$ cat src/hw/rtl/dhq_pkg.sv
// shared types and constants of the deadline min-heap queue
`timescale 1ns / 1ps
package dhq_pkg;

  // task ids are 5 bits wide, so the position map has this many entries
  localparam int TaskIds = 32;
  localparam int KeyW    = 64;
  localparam int TidW    = 5;

  // command codes
  localparam logic [1:0] CMD_ADD    = 2'd0;
  localparam logic [1:0] CMD_REMOVE = 2'd1;
  localparam logic [1:0] CMD_POP    = 2'd2;
  localparam logic [1:0] CMD_PEEK   = 2'd3;

  // status codes
  localparam logic [1:0] ST_OK    = 2'd0;
  localparam logic [1:0] ST_EMPTY = 2'd1;
  localparam logic [1:0] ST_NOTQ  = 2'd2;
  localparam logic [1:0] ST_FULL  = 2'd3;

  // one heap slot
  typedef struct packed {
    logic [TidW-1:0] tid;
    logic [KeyW-1:0] key;
  } dhq_entry_t;

  // datapath operations
  typedef enum logic [3:0] {
    OP_NONE,
    OP_LOAD,
    OP_RD_TAKE,
    OP_RD_LAST,
    OP_TAKE,
    OP_INS,
    OP_RD_PAR,
    OP_UP,
    OP_RD_L,
    OP_RD_R,
    OP_CMP_R,
    OP_DOWN,
    OP_PLACE,
    OP_RD_ROOT,
    OP_RESULT
  } dhq_op_e;

  // source of the result word
  typedef enum logic [1:0] {
    RES_ZERO,
    RES_REM,
    RES_ROOT,
    RES_PEEK
  } dhq_res_e;

  // controller to datapath
  typedef struct packed {
    dhq_op_e    op;
    dhq_res_e   res_sel;
    logic [1:0] res_status;
  } dhq_ctl_t;

  // datapath to controller
  typedef struct packed {
    logic [1:0] cmd;
    logic       id_ok;
    logic       queued;
    logic       empty;
    logic       full;
    logic       hole_gone;
    logic       hole_root;
    logic       strict;
    logic       l_ok;
    logic       r_ok;
    logic       up_go;
    logic       down_go;
    logic       out_free;
  } dhq_flags_t;

endpackage

$ cat src/hw/rtl/deadline_min_heap_queue_unit.sv
// top level of the deadline min-heap queue
//
// Keeps up to NUM_TASKS tasks ordered by 64-bit unsigned deadline in a binary
// min-heap, with a map from task id to heap slot. The input stream carries
// one command word (add or requeue, remove by id, pop earliest, peek
// earliest); the output stream returns exactly one result word per command.
// Commands are handled one at a time. A pop, a remove or a requeue takes a
// task out and an add inserts one; the moved task climbs or descends the heap
// level by level, the heap memory giving one read or one write a cycle.
// The result sits in an output register; the next command is taken while it
// waits, and only its own result waits until the receiver takes the word.
// Reset empties the queue and marks every task not queued; heap slots need no
// clearing pass since only slots below the count are ever read.
`timescale 1ns / 1ps
module deadline_min_heap_queue_unit #(
  parameter int NUM_TASKS = 32
) (
  input  logic         clk_i,
  input  logic         rst_ni,
  input  logic         s_axis_tvalid_i,
  output logic         s_axis_tready_o,
  // command[1:0], task_id[6:2], deadline[70:7], now[134:71], zero fill
  input  logic [135:0] s_axis_tdata_i,
  output logic         m_axis_tvalid_o,
  input  logic         m_axis_tready_i,
  // status[1:0], out_task[6:2], out_deadline[70:7], time_left[134:71],
  // occupancy[140:135], zero fill
  output logic [143:0] m_axis_tdata_o
);
  import dhq_pkg::*;

  dhq_ctl_t   ctl;
  dhq_flags_t flags;
  logic [1:0]             status;
  logic [TidW-1:0]        out_task;
  logic [KeyW-1:0]        out_deadline;
  logic signed [KeyW-1:0] time_left;
  logic [5:0]             occupancy;

  dhq_ctrl u_ctrl (
    .clk_i     (clk_i),
    .rst_ni    (rst_ni),
    .in_valid_i(s_axis_tvalid_i),
    .in_ready_o(s_axis_tready_o),
    .flags_i   (flags),
    .ctl_o     (ctl)
  );

  dhq_datapath #(
    .NUM_TASKS(NUM_TASKS)
  ) u_datapath (
    .clk_i         (clk_i),
    .rst_ni        (rst_ni),
    .cmd_i         (s_axis_tdata_i[1:0]),
    .tid_i         (s_axis_tdata_i[6:2]),
    .deadline_i    (s_axis_tdata_i[70:7]),
    .now_i         (s_axis_tdata_i[134:71]),
    .ctl_i         (ctl),
    .flags_o       (flags),
    .out_valid_o   (m_axis_tvalid_o),
    .out_ready_i   (m_axis_tready_i),
    .status_o      (status),
    .out_task_o    (out_task),
    .out_deadline_o(out_deadline),
    .time_left_o   (time_left),
    .occupancy_o   (occupancy)
  );

  // pack the result word
  assign m_axis_tdata_o = {3'd0, occupancy, time_left, out_deadline, out_task, status};
endmodule

$ cat src/hw/rtl/dhq_ram.sv
// generic single-port-write, single-port-read ram with registered read
`timescale 1ns / 1ps
module dhq_ram #(
  parameter int Width = 8,
  parameter int Depth = 16
) (
  input  logic                     clk_i,
  input  logic                     we_i,
  input  logic [$clog2(Depth)-1:0] waddr_i,
  input  logic [Width-1:0]         wdata_i,
  input  logic                     re_i,
  input  logic [$clog2(Depth)-1:0] raddr_i,
  output logic [Width-1:0]         rdata_o
);
  logic [Width-1:0] mem_q [Depth];
  logic [Width-1:0] rdata_q;

  // write port
  always_ff @(posedge clk_i) begin
    if (we_i) begin
      mem_q[waddr_i] <= wdata_i;
    end
  end

  // registered read port
  always_ff @(posedge clk_i) begin
    if (re_i) begin
      rdata_q <= mem_q[raddr_i];
    end
  end

  assign rdata_o = rdata_q;
endmodule

$ cat src/hw/rtl/dhq_datapath.sv
// heap memory, position map, sift registers and result word
`timescale 1ns / 1ps
module dhq_datapath #(
  parameter int NUM_TASKS = 32
) (
  input  logic                         clk_i,
  input  logic                         rst_ni,
  input  logic [1:0]                   cmd_i,
  input  logic [dhq_pkg::TidW-1:0]     tid_i,
  input  logic [dhq_pkg::KeyW-1:0]     deadline_i,
  input  logic [dhq_pkg::KeyW-1:0]     now_i,
  input  dhq_pkg::dhq_ctl_t            ctl_i,
  output dhq_pkg::dhq_flags_t          flags_o,
  output logic                         out_valid_o,
  input  logic                         out_ready_i,
  output logic [1:0]                   status_o,
  output logic [dhq_pkg::TidW-1:0]     out_task_o,
  output logic [dhq_pkg::KeyW-1:0]     out_deadline_o,
  output logic signed [dhq_pkg::KeyW-1:0] time_left_o,
  output logic [5:0]                   occupancy_o
);
  import dhq_pkg::*;

  localparam int IW = $clog2(NUM_TASKS);
  localparam int CW = $clog2(NUM_TASKS + 1);
  localparam int XW = IW + 2;

  // captured word and control registers
  logic [1:0]      cmd_q;
  logic [TidW-1:0] id_q;
  logic [KeyW-1:0] dl_q, now_q;
  logic [IW-1:0]   tk_q, hole_q, cand_idx_q;
  logic [CW-1:0]   cnt_q;
  logic            strict_q;
  dhq_entry_t      mov_q, rem_q, cand_q, rd;
  logic [IW-1:0]   pos_q [TaskIds];
  logic [TaskIds-1:0] queued_q;
  logic            out_valid_q;
  logic [1:0]      status_q;
  logic [TidW-1:0] otask_q;
  logic [KeyW-1:0] okey_q, left_q;
  logic [5:0]      occ_q;

  logic [IW-1:0]   parent;
  logic [XW-1:0]   lchild, rchild;
  logic            re, we;
  logic [IW-1:0]   raddr;
  dhq_entry_t      wdata;
  logic [$bits(dhq_entry_t)-1:0] rdata;

  // child and parent indexes of the hole
  assign parent = (hole_q - IW'(1)) >> 1;
  assign lchild = {1'b0, hole_q, 1'b1};
  assign rchild = {1'b0, hole_q, 1'b0} + XW'(2);
  assign rd     = dhq_entry_t'(rdata);

  // status toward the controller
  always_comb begin
    flags_o.cmd       = cmd_q;
    flags_o.id_ok     = ({27'd0, id_q} < 32'(NUM_TASKS));
    flags_o.queued    = flags_o.id_ok && queued_q[id_q] && (CW'(pos_q[id_q]) < cnt_q);
    flags_o.empty     = (cnt_q == '0);
    flags_o.full      = (cnt_q >= CW'(NUM_TASKS));
    flags_o.hole_gone = (CW'(hole_q) == cnt_q);
    flags_o.hole_root = (hole_q == '0);
    flags_o.strict    = strict_q;
    flags_o.l_ok      = (lchild < XW'(cnt_q));
    flags_o.r_ok      = (rchild < XW'(cnt_q));
    flags_o.up_go     = strict_q ? (mov_q.key < rd.key) : !(rd.key < mov_q.key);
    flags_o.down_go   = (cand_q.key < mov_q.key);
    flags_o.out_free  = !out_valid_q || out_ready_i;
  end

  // memory port selection
  always_comb begin
    re    = 1'b0;
    raddr = '0;
    we    = 1'b0;
    wdata = mov_q;
    case (ctl_i.op)
      OP_RD_TAKE: begin re = 1'b1; raddr = tk_q; end
      OP_RD_LAST: begin re = 1'b1; raddr = IW'(cnt_q - CW'(1)); end
      OP_RD_PAR:  begin re = 1'b1; raddr = parent; end
      OP_RD_L:    begin re = 1'b1; raddr = lchild[IW-1:0]; end
      OP_RD_R:    begin re = flags_o.r_ok; raddr = rchild[IW-1:0]; end
      OP_RD_ROOT: begin re = 1'b1; raddr = '0; end
      OP_UP:      begin we = 1'b1; wdata = rd; end
      OP_DOWN:    begin we = 1'b1; wdata = cand_q; end
      OP_PLACE:   begin we = 1'b1; wdata = mov_q; end
      default: ;
    endcase
  end

  dhq_ram #(
    .Width($bits(dhq_entry_t)),
    .Depth(NUM_TASKS)
  ) u_heap_ram (
    .clk_i  (clk_i),
    .we_i   (we),
    .waddr_i(hole_q),
    .wdata_i(wdata),
    .re_i   (re),
    .raddr_i(raddr),
    .rdata_o(rdata)
  );

  // count, queued bits, strict flag and output valid
  always_ff @(posedge clk_i or negedge rst_ni) begin
    if (!rst_ni) begin
      cnt_q       <= '0;
      queued_q    <= '0;
      strict_q    <= 1'b0;
      out_valid_q <= 1'b0;
    end else begin
      case (ctl_i.op)
        OP_TAKE: begin
          cnt_q              <= cnt_q - CW'(1);
          queued_q[rem_q.tid] <= 1'b0;
          strict_q           <= 1'b1;
        end
        OP_INS: begin
          cnt_q    <= cnt_q + CW'(1);
          strict_q <= 1'b0;
        end
        OP_UP:    strict_q <= 1'b0;
        OP_PLACE: queued_q[mov_q.tid] <= 1'b1;
        default: ;
      endcase
      if (ctl_i.op == OP_RESULT) begin
        out_valid_q <= 1'b1;
      end else if (out_ready_i) begin
        out_valid_q <= 1'b0;
      end
    end
  end

  // payload registers
  always_ff @(posedge clk_i) begin
    case (ctl_i.op)
      OP_LOAD: begin
        cmd_q <= cmd_i;
        id_q  <= tid_i;
        dl_q  <= deadline_i;
        now_q <= now_i;
        tk_q  <= (cmd_i == CMD_POP) ? '0 : pos_q[tid_i];
      end
      OP_RD_LAST: rem_q <= rd;
      OP_TAKE: begin
        mov_q  <= rd;
        hole_q <= tk_q;
      end
      OP_INS: begin
        mov_q.tid <= id_q;
        mov_q.key <= dl_q;
        hole_q    <= IW'(cnt_q);
      end
      OP_UP: begin
        pos_q[rd.tid] <= hole_q;
        hole_q        <= parent;
      end
      OP_RD_R: begin
        cand_q     <= rd;
        cand_idx_q <= lchild[IW-1:0];
      end
      OP_CMP_R: begin
        if (rd.key < cand_q.key) begin
          cand_q     <= rd;
          cand_idx_q <= rchild[IW-1:0];
        end
      end
      OP_DOWN: begin
        pos_q[cand_q.tid] <= hole_q;
        hole_q            <= cand_idx_q;
      end
      OP_PLACE: pos_q[mov_q.tid] <= hole_q;
      OP_RESULT: begin
        status_q <= ctl_i.res_status;
        occ_q    <= 6'(cnt_q);
        case (ctl_i.res_sel)
          RES_REM: begin
            otask_q <= rem_q.tid;
            okey_q  <= rem_q.key;
            left_q  <= '0;
          end
          RES_ROOT: begin
            otask_q <= rd.tid;
            okey_q  <= rd.key;
            left_q  <= '0;
          end
          RES_PEEK: begin
            otask_q <= rd.tid;
            okey_q  <= rd.key;
            left_q  <= rd.key - now_q;
          end
          default: begin
            otask_q <= '0;
            okey_q  <= '0;
            left_q  <= '0;
          end
        endcase
      end
      default: ;
    endcase
  end

  assign out_valid_o    = out_valid_q;
  assign status_o       = status_q;
  assign out_task_o     = otask_q;
  assign out_deadline_o = okey_q;
  assign time_left_o    = left_q;
  assign occupancy_o    = occ_q;
endmodule

$ cat src/hw/rtl/dhq_ctrl.sv
// command sequencer: take-out, insert, sift-up and sift-down steps
`timescale 1ns / 1ps
module dhq_ctrl (
  input  logic                 clk_i,
  input  logic                 rst_ni,
  input  logic                 in_valid_i,
  output logic                 in_ready_o,
  input  dhq_pkg::dhq_flags_t  flags_i,
  output dhq_pkg::dhq_ctl_t    ctl_o
);
  import dhq_pkg::*;

  typedef enum logic [4:0] {
    S_IDLE, S_DECIDE, S_TK_RD, S_TK_LAST, S_TK_CAP, S_TK_CHK,
    S_UP_RD, S_UP_CMP, S_DN_L, S_DN_R, S_DN_CR, S_DN_CMP,
    S_PLACE, S_POST, S_INS, S_ROOT_RD, S_OUT
  } state_e;

  state_e     state_q;
  logic       ins_q;
  dhq_res_e   res_sel_q;
  logic [1:0] res_status_q;

  // state, insert phase and result selection
  always_ff @(posedge clk_i or negedge rst_ni) begin
    if (!rst_ni) begin
      state_q      <= S_IDLE;
      ins_q        <= 1'b0;
      res_sel_q    <= RES_ZERO;
      res_status_q <= ST_OK;
    end else begin
      case (state_q)
        S_IDLE: begin
          if (in_valid_i) begin
            ins_q   <= 1'b0;
            state_q <= S_DECIDE;
          end
        end
        S_DECIDE: begin
          res_sel_q    <= RES_ZERO;
          res_status_q <= ST_OK;
          if ((flags_i.cmd == CMD_ADD || flags_i.cmd == CMD_REMOVE) && !flags_i.id_ok) begin
            res_status_q <= ST_NOTQ;
            state_q      <= S_OUT;
          end else if (flags_i.cmd == CMD_REMOVE) begin
            if (flags_i.queued) begin
              state_q <= S_TK_RD;
            end else begin
              res_status_q <= ST_NOTQ;
              state_q      <= S_OUT;
            end
          end else if (flags_i.cmd == CMD_ADD) begin
            state_q <= flags_i.queued ? S_TK_RD : S_INS;
          end else if (flags_i.empty) begin
            res_status_q <= ST_EMPTY;
            state_q      <= S_OUT;
          end else if (flags_i.cmd == CMD_POP) begin
            state_q <= S_TK_RD;
          end else begin
            res_sel_q <= RES_PEEK;
            state_q   <= S_ROOT_RD;
          end
        end
        S_TK_RD:   state_q <= S_TK_LAST;
        S_TK_LAST: state_q <= S_TK_CAP;
        S_TK_CAP:  state_q <= S_TK_CHK;
        S_TK_CHK: begin
          if (flags_i.hole_gone) begin
            state_q <= S_POST;
          end else if (flags_i.hole_root) begin
            state_q <= S_DN_L;
          end else begin
            state_q <= S_UP_RD;
          end
        end
        S_UP_RD: state_q <= flags_i.hole_root ? S_PLACE : S_UP_CMP;
        S_UP_CMP: begin
          if (flags_i.up_go) begin
            state_q <= S_UP_RD;
          end else if (flags_i.strict) begin
            state_q <= S_DN_L;
          end else begin
            state_q <= S_PLACE;
          end
        end
        S_DN_L:   state_q <= flags_i.l_ok ? S_DN_R : S_PLACE;
        S_DN_R:   state_q <= flags_i.r_ok ? S_DN_CR : S_DN_CMP;
        S_DN_CR:  state_q <= S_DN_CMP;
        S_DN_CMP: state_q <= flags_i.down_go ? S_DN_L : S_PLACE;
        S_PLACE:  state_q <= S_POST;
        S_POST: begin
          if (ins_q) begin
            res_sel_q <= RES_ROOT;
            state_q   <= S_ROOT_RD;
          end else if (flags_i.cmd == CMD_ADD) begin
            state_q <= S_INS;
          end else begin
            res_sel_q <= RES_REM;
            state_q   <= S_OUT;
          end
        end
        S_INS: begin
          if (flags_i.full) begin
            res_sel_q    <= RES_ROOT;
            res_status_q <= ST_FULL;
            state_q      <= S_ROOT_RD;
          end else begin
            ins_q   <= 1'b1;
            state_q <= S_UP_RD;
          end
        end
        S_ROOT_RD: state_q <= S_OUT;
        S_OUT: begin
          if (flags_i.out_free) begin
            state_q <= S_IDLE;
          end
        end
        default: state_q <= S_IDLE;
      endcase
    end
  end

  // datapath operation of the current step
  always_comb begin
    ctl_o.op         = OP_NONE;
    ctl_o.res_sel    = res_sel_q;
    ctl_o.res_status = res_status_q;
    case (state_q)
      S_IDLE:    if (in_valid_i) ctl_o.op = OP_LOAD;
      S_TK_RD:   ctl_o.op = OP_RD_TAKE;
      S_TK_LAST: ctl_o.op = OP_RD_LAST;
      S_TK_CAP:  ctl_o.op = OP_TAKE;
      S_UP_RD:   if (!flags_i.hole_root) ctl_o.op = OP_RD_PAR;
      S_UP_CMP:  if (flags_i.up_go) ctl_o.op = OP_UP;
      S_DN_L:    if (flags_i.l_ok) ctl_o.op = OP_RD_L;
      S_DN_R:    ctl_o.op = OP_RD_R;
      S_DN_CR:   ctl_o.op = OP_CMP_R;
      S_DN_CMP:  if (flags_i.down_go) ctl_o.op = OP_DOWN;
      S_PLACE:   ctl_o.op = OP_PLACE;
      S_INS:     if (!flags_i.full) ctl_o.op = OP_INS;
      S_ROOT_RD: ctl_o.op = OP_RD_ROOT;
      S_OUT:     if (flags_i.out_free) ctl_o.op = OP_RESULT;
      default:   ctl_o.op = OP_NONE;
    endcase
  end

  assign in_ready_o = (state_q == S_IDLE);
endmodule

$ cat config.mk
export PLATFORM = sky130hd
export DESIGN_NAME = deadline_min_heap_queue_unit
export DESIGN_NICKNAME = d
export VERILOG_FILES = /design/src/hw/rtl/dhq_pkg.sv /design/src/hw/rtl/deadline_min_heap_queue_unit.sv /design/src/hw/rtl/dhq_ram.sv /design/src/hw/rtl/dhq_datapath.sv /design/src/hw/rtl/dhq_ctrl.sv
export SDC_FILE = /design/constraint.sdc
export NUM_CORES = 2
export LEC_CHECK = 0
export BUFFER_PORTS_ARGS = -buffer_cell sky130_fd_sc_hd__buf_2
export CAP_MARGIN = 10
export CORE_MARGIN = 3
export CORE_UTILIZATION = 55
export CTS_BUF_LIST = sky130_fd_sc_hd__clkbuf_4 sky130_fd_sc_hd__clkbuf_8 sky130_fd_sc_hd__clkbuf_16
export DETAILED_ROUTE_END_ITERATION = 8
export GPL_TIMING_DRIVEN = 1
export PLACE_DENSITY = 0.71
export SYNTH_ARGS = -nofsm -noshare
export SYNTH_HDL_FRONTEND = slang
export SYNTH_HIERARCHICAL = 1
export SYNTH_SLANG_ARGS = --single-unit
$ cat constraint.sdc
create_clock -name clk_i -period 13.7 [get_ports clk_i]
set_input_delay 4.11 -clock clk_i [delete_from_list [all_inputs] [get_ports clk_i]]
set_output_delay 4.11 -clock clk_i [all_outputs]
set_load 0.02 [all_outputs]
==> impl_metrics.py <==
metrics = {
    "outcome": {
        "outcome": "finished, final reports clean",
    },
    "floorplanning": {
        "fp.dieH_microns": 481,
        "die_w_microns": 481,
        "fp-row-count": 173,
        "die_area_sq_um": 232000,
        "initial_utilization_pct": 55.6,
        "core_area_sq_um": 223000,
        "num_io_pins": 286,
    },
    "layout": {
        "layout_common_cells": "edfxtp_1, mux4_2, clkbuf_16",
        "final_common_cell": "edfxtp_1",
        "post-route-util_pct": 62.8,
        "nets": 7232,
        "area.growth.synth_to_final_pct": 12.8,
        "drive_above_1_share_pct": 27.3,
    },
    "worst_hold_path": {
        "hp-class": "register to register",
        "hp-start": "u_ctrl/res_status_q[0]$_DFFE_PN0P_",
    },
    "setup_path": {
        "worstPathRequired_ps": 14370,
        "end_kind": "register",
        "path_common_cell": "nand2_1",
        "slowest_delay_ps": 970,
        "r2r-start": "u_datapath/u_heap_ram/rdata_o[62]$_DFFE_PP_",
        "cp-start-kind": "register",
        "cp-startpoint": "u_datapath/u_heap_ram/rdata_o[62]$_DFFE_PP_",
        "worst_ep_arrival_time_ps": 10890,
        "crit_chain": "ha_1 > nand4_1 > nor4_1 > nand4_1 > nor3_1 > a221oi_1 > o2111ai_1 > nor3_1 > a31oi_1 > buf_4 > nand2_1 > o21ai_0 > nand2_1 > nand3_1 > inv_1 > nor2_1 > nand2_1 > o221ai_4 > buf_4 > buf_12 > mux4_2 > mux4_2 > mux2_2",
        "crit_type": "register to register",
        "cpMaxStageDelayCell": "nor4_1",
        "worst-path-max-fanout": 107,
    },
    "clock_network": {
        "numCtsBuffers": 313,
        "clock_latency_ps": 960,
        "cts_max_level": 5,
        "cts_root_buffer": "clkbuf_16",
        "post_cts_resized": 0,
        "cts-hold-fix-buffers": 0,
        "postCtsSetupBuffers": 0,
        "clk_path_buf_depth": 4,
        "clkTransAtPathRegs_ps": 60,
        "cts_tree": "built",
        "cts_sinks": 2990,
    },
    "route": {
        "drtIter0Drc": 9322,
        "vias": 66500,
        "remaining_drc_errors": 0,
        "routed_wl_mm": 333,
        "viasPerCell": 6.63,
        "wl_per_cell_microns": 33.2,
        "ant_nets": 0,
        "first_pass_iters": 6,
    },
    "sta": {
        "tightest_slew_ps": 1290,
        "min_period_ps": 10220,
        "skew_ps": 79.9,
        "hold_violations": 0,
        "slew_violations": 0,
        "tns_ps": 0,
        "finalCritPeriodShare_pct": 74.6,
        "setup_viol": 0,
        "max_freq_mhz": 97.8,
        "hold_ws_ps": 450,
        "maxSlewHeadroom_pct": 13.4,
        "rsz0062_at_grt": "false",
    },
    "power": {
        "cellInternalPower_uw": 23400,
        "pwr-share-seq_pct": 36.3,
        "peakVddDrop_mv": 0.348,
        "combPwrFrac_pct": 40.3,
        "switching_share_pct": 34.3,
        "cellLeakagePower_uw": 0.0462,
        "netSwitchingPower_uw": 12200,
        "powerDensity_nw_per_um2": 254,
        "pwr-share-clk_pct": 23.4,
    },
    "place": {
        "io_buffers": 281,
        "hpwl_mm": 187,
        "gp_congestion": 0.914,
    },
    "logic_synthesis": {
        "synth-seq-cells": 2990,
        "synthFlopType": "edfxtp_1",
        "yosysWarnings": 6,
        "syn_inst": 6371,
        "syn_avg_cell_area_sq_um": 19.5,
        "yosysSeqAreaShare_pct": 72.0,
        "synth_edf_count": 2935,
        "ys_types": 96,
        "synth_area_sq_um": 124000,
        "ys_async_sr_fraction_pct": 1.67,
    },
    "global_routing": {
        "grt_start_max_net_pins": 126,
        "grt_usage_pct": 29.0,
        "antenna_found_initial": 18,
        "overflow": 0,
        "grt_pass1_wl_mm": 479,
        "first_global_vias": 66500,
    },
    "flow_run": {
        "drv_cap": 0,
    },
}
## stage by stage
stage	setup WS, ps	instances	power, uW	cell area, sq um
global route	3150	10000	37100	140000
CTS	3480	10000	35500	140000
floorplan	1110	6373	22900	124000
finish	3480	10000	35600	140000
global placement	3650	9469	27000	130000
detailed placement	3540	9469	27200	130000
## logic make-up (layout without fill, tap and decap cells)
group	Yosys count	in the layout	share of synthesized area, %
adder cells (fa/ha/maj)	273	273	2.75
flip-flops	2990	2990	72.0
other	2	19	0.00604
multiplexers	967	967	15.6
AND/OR/NAND/NOR	749	749	2.89
buffers and inverters	547	1221	1.82
XOR/XNOR	84	84	0.592
AO/OA/AOI/OAI	759	759	4.29
## routing by layer
metal | track usage, % | vias up | routed length [microns]
li1 | - | 27200 | -
met1 | 42.7 | 34800 | 130000
met5 | 0 | - | 34
met2 | 44.5 | 3972 | 156000
met3 | 5.97 | 561 | 37300
met4 | 8.31 | 6 | 9630
## registers in the layout, indices dropped and copies added (netlist names), 6 cells and up, named ones only
name,cells
u_datapath/mov_q,69
u_datapath/rem_q,69
u_datapath/dl_q,64
u_datapath/queued_q,32
u_datapath/pos_q,160
u_datapath/out_deadline_o,64
u_datapath/u_heap_ram/rdata_o,69
u_datapath/now_q,64
u_datapath/cnt_q,6
u_datapath/u_heap_ram/mem_q,2208
u_datapath/cand_q,69
u_datapath/occupancy_o,6
u_datapath/time_left_o,64
## final cells by class
type                            count  area, sq um
Fill cell                       15200        83200
Timing Repair Buffer              446         3160
Tap cell                         2975         3720
Inverter                          232          873
Multi-Input combinational cell   2836        32900
Antenna cell                       15         37.5
Clock buffer                      376         8410
Clock inverter                    167         1580
Sequential cell                  2990        89500
## critical path: cells and delay by family, from the launching register on
family | cells | cell delay [ps]
buf+inv | 4 | 1500
mux | 3 | 1420
compound gates | 5 | 1650
simple gates | 10 | 3990
fa+ha+maj | 1 | 480
flops | 1 | 690
## worst paths after layout
path	slack, ps	to	cells past startpoint
worst max-delay path	3480	u_datapath/u_heap_ram/rdata_o[49]$_DFFE_PP_	23
worst min register to register	450	u_datapath/status_o[0]$_DFFE_PP_	0
worst max register to register	3480	u_datapath/u_heap_ram/rdata_o[49]$_DFFE_PP_	23
worst min-delay path	450	u_datapath/status_o[0]$_DFFE_PP_	0
min in group asynchronous	3280	u_ctrl/res_status_q[1]$_DFFE_PN0P_	2
max in group asynchronous	9910	u_datapath/queued_q[1]$_DFFE_PN0P_	2
## Yosys cell counts, types with 7 or more instances
cell type  number  area [sq um]
a211oi_1       17           128
a21o_1         92           691
a21oi_1       200          1000
a221o_1        69           691
a221oi_1       20           175
a22o_1         70           613
a22oi_1         8          60.1
a31oi_1        19           119
and2_1         17           106
and3_1          9          56.3
and4_1          7          61.3
buf_1          47           176
buf_2          82           410
buf_4          23           173
clkbuf_1      158           593
dfrtp_1        50          1250
edfxtp_1     2935         88100
ha_1          272          3400
inv_1         231           867
mux2_2        153          1720
mux2i_1        49           490
mux4_2        762         17200
nand2_1       140           526
nand2b_1       34           213
nand3_1        36           180
nand3b_1       11          82.6
nand4_1        66           413
nor2_1        291          1090
nor2b_1        33           206
nor3_1         46           230
nor3b_1        10          75.1
nor4_1          8          50.1
o211ai_1       25           188
o21a_1         24           180
o21ai_0       107           536
o21bai_1       13          97.6
o221ai_1       11          96.3
o22ai_1        11          68.8
or3_1          15          93.8
xnor2_1        52           455
xor2_1         32           280
## power groups by stage
| stage | Combinational (uW) | Clock, uW | Sequential [uW] |
|---|---|---|---|
| 4_1_cts | 14200 | 8430 | 12900 |
| 3_5_place_dp | 14100 | 0 | 13100 |
| 3_3_place_gp | 13900 | 0 | 13100 |
| 2_1_floorplan | 10100 | 0 | 12900 |
| 6_report | 14300 | 8330 | 12900 |
| 5_1_grt | 15300 | 8810 | 12900 |
(Power assumes the default switching activity.)
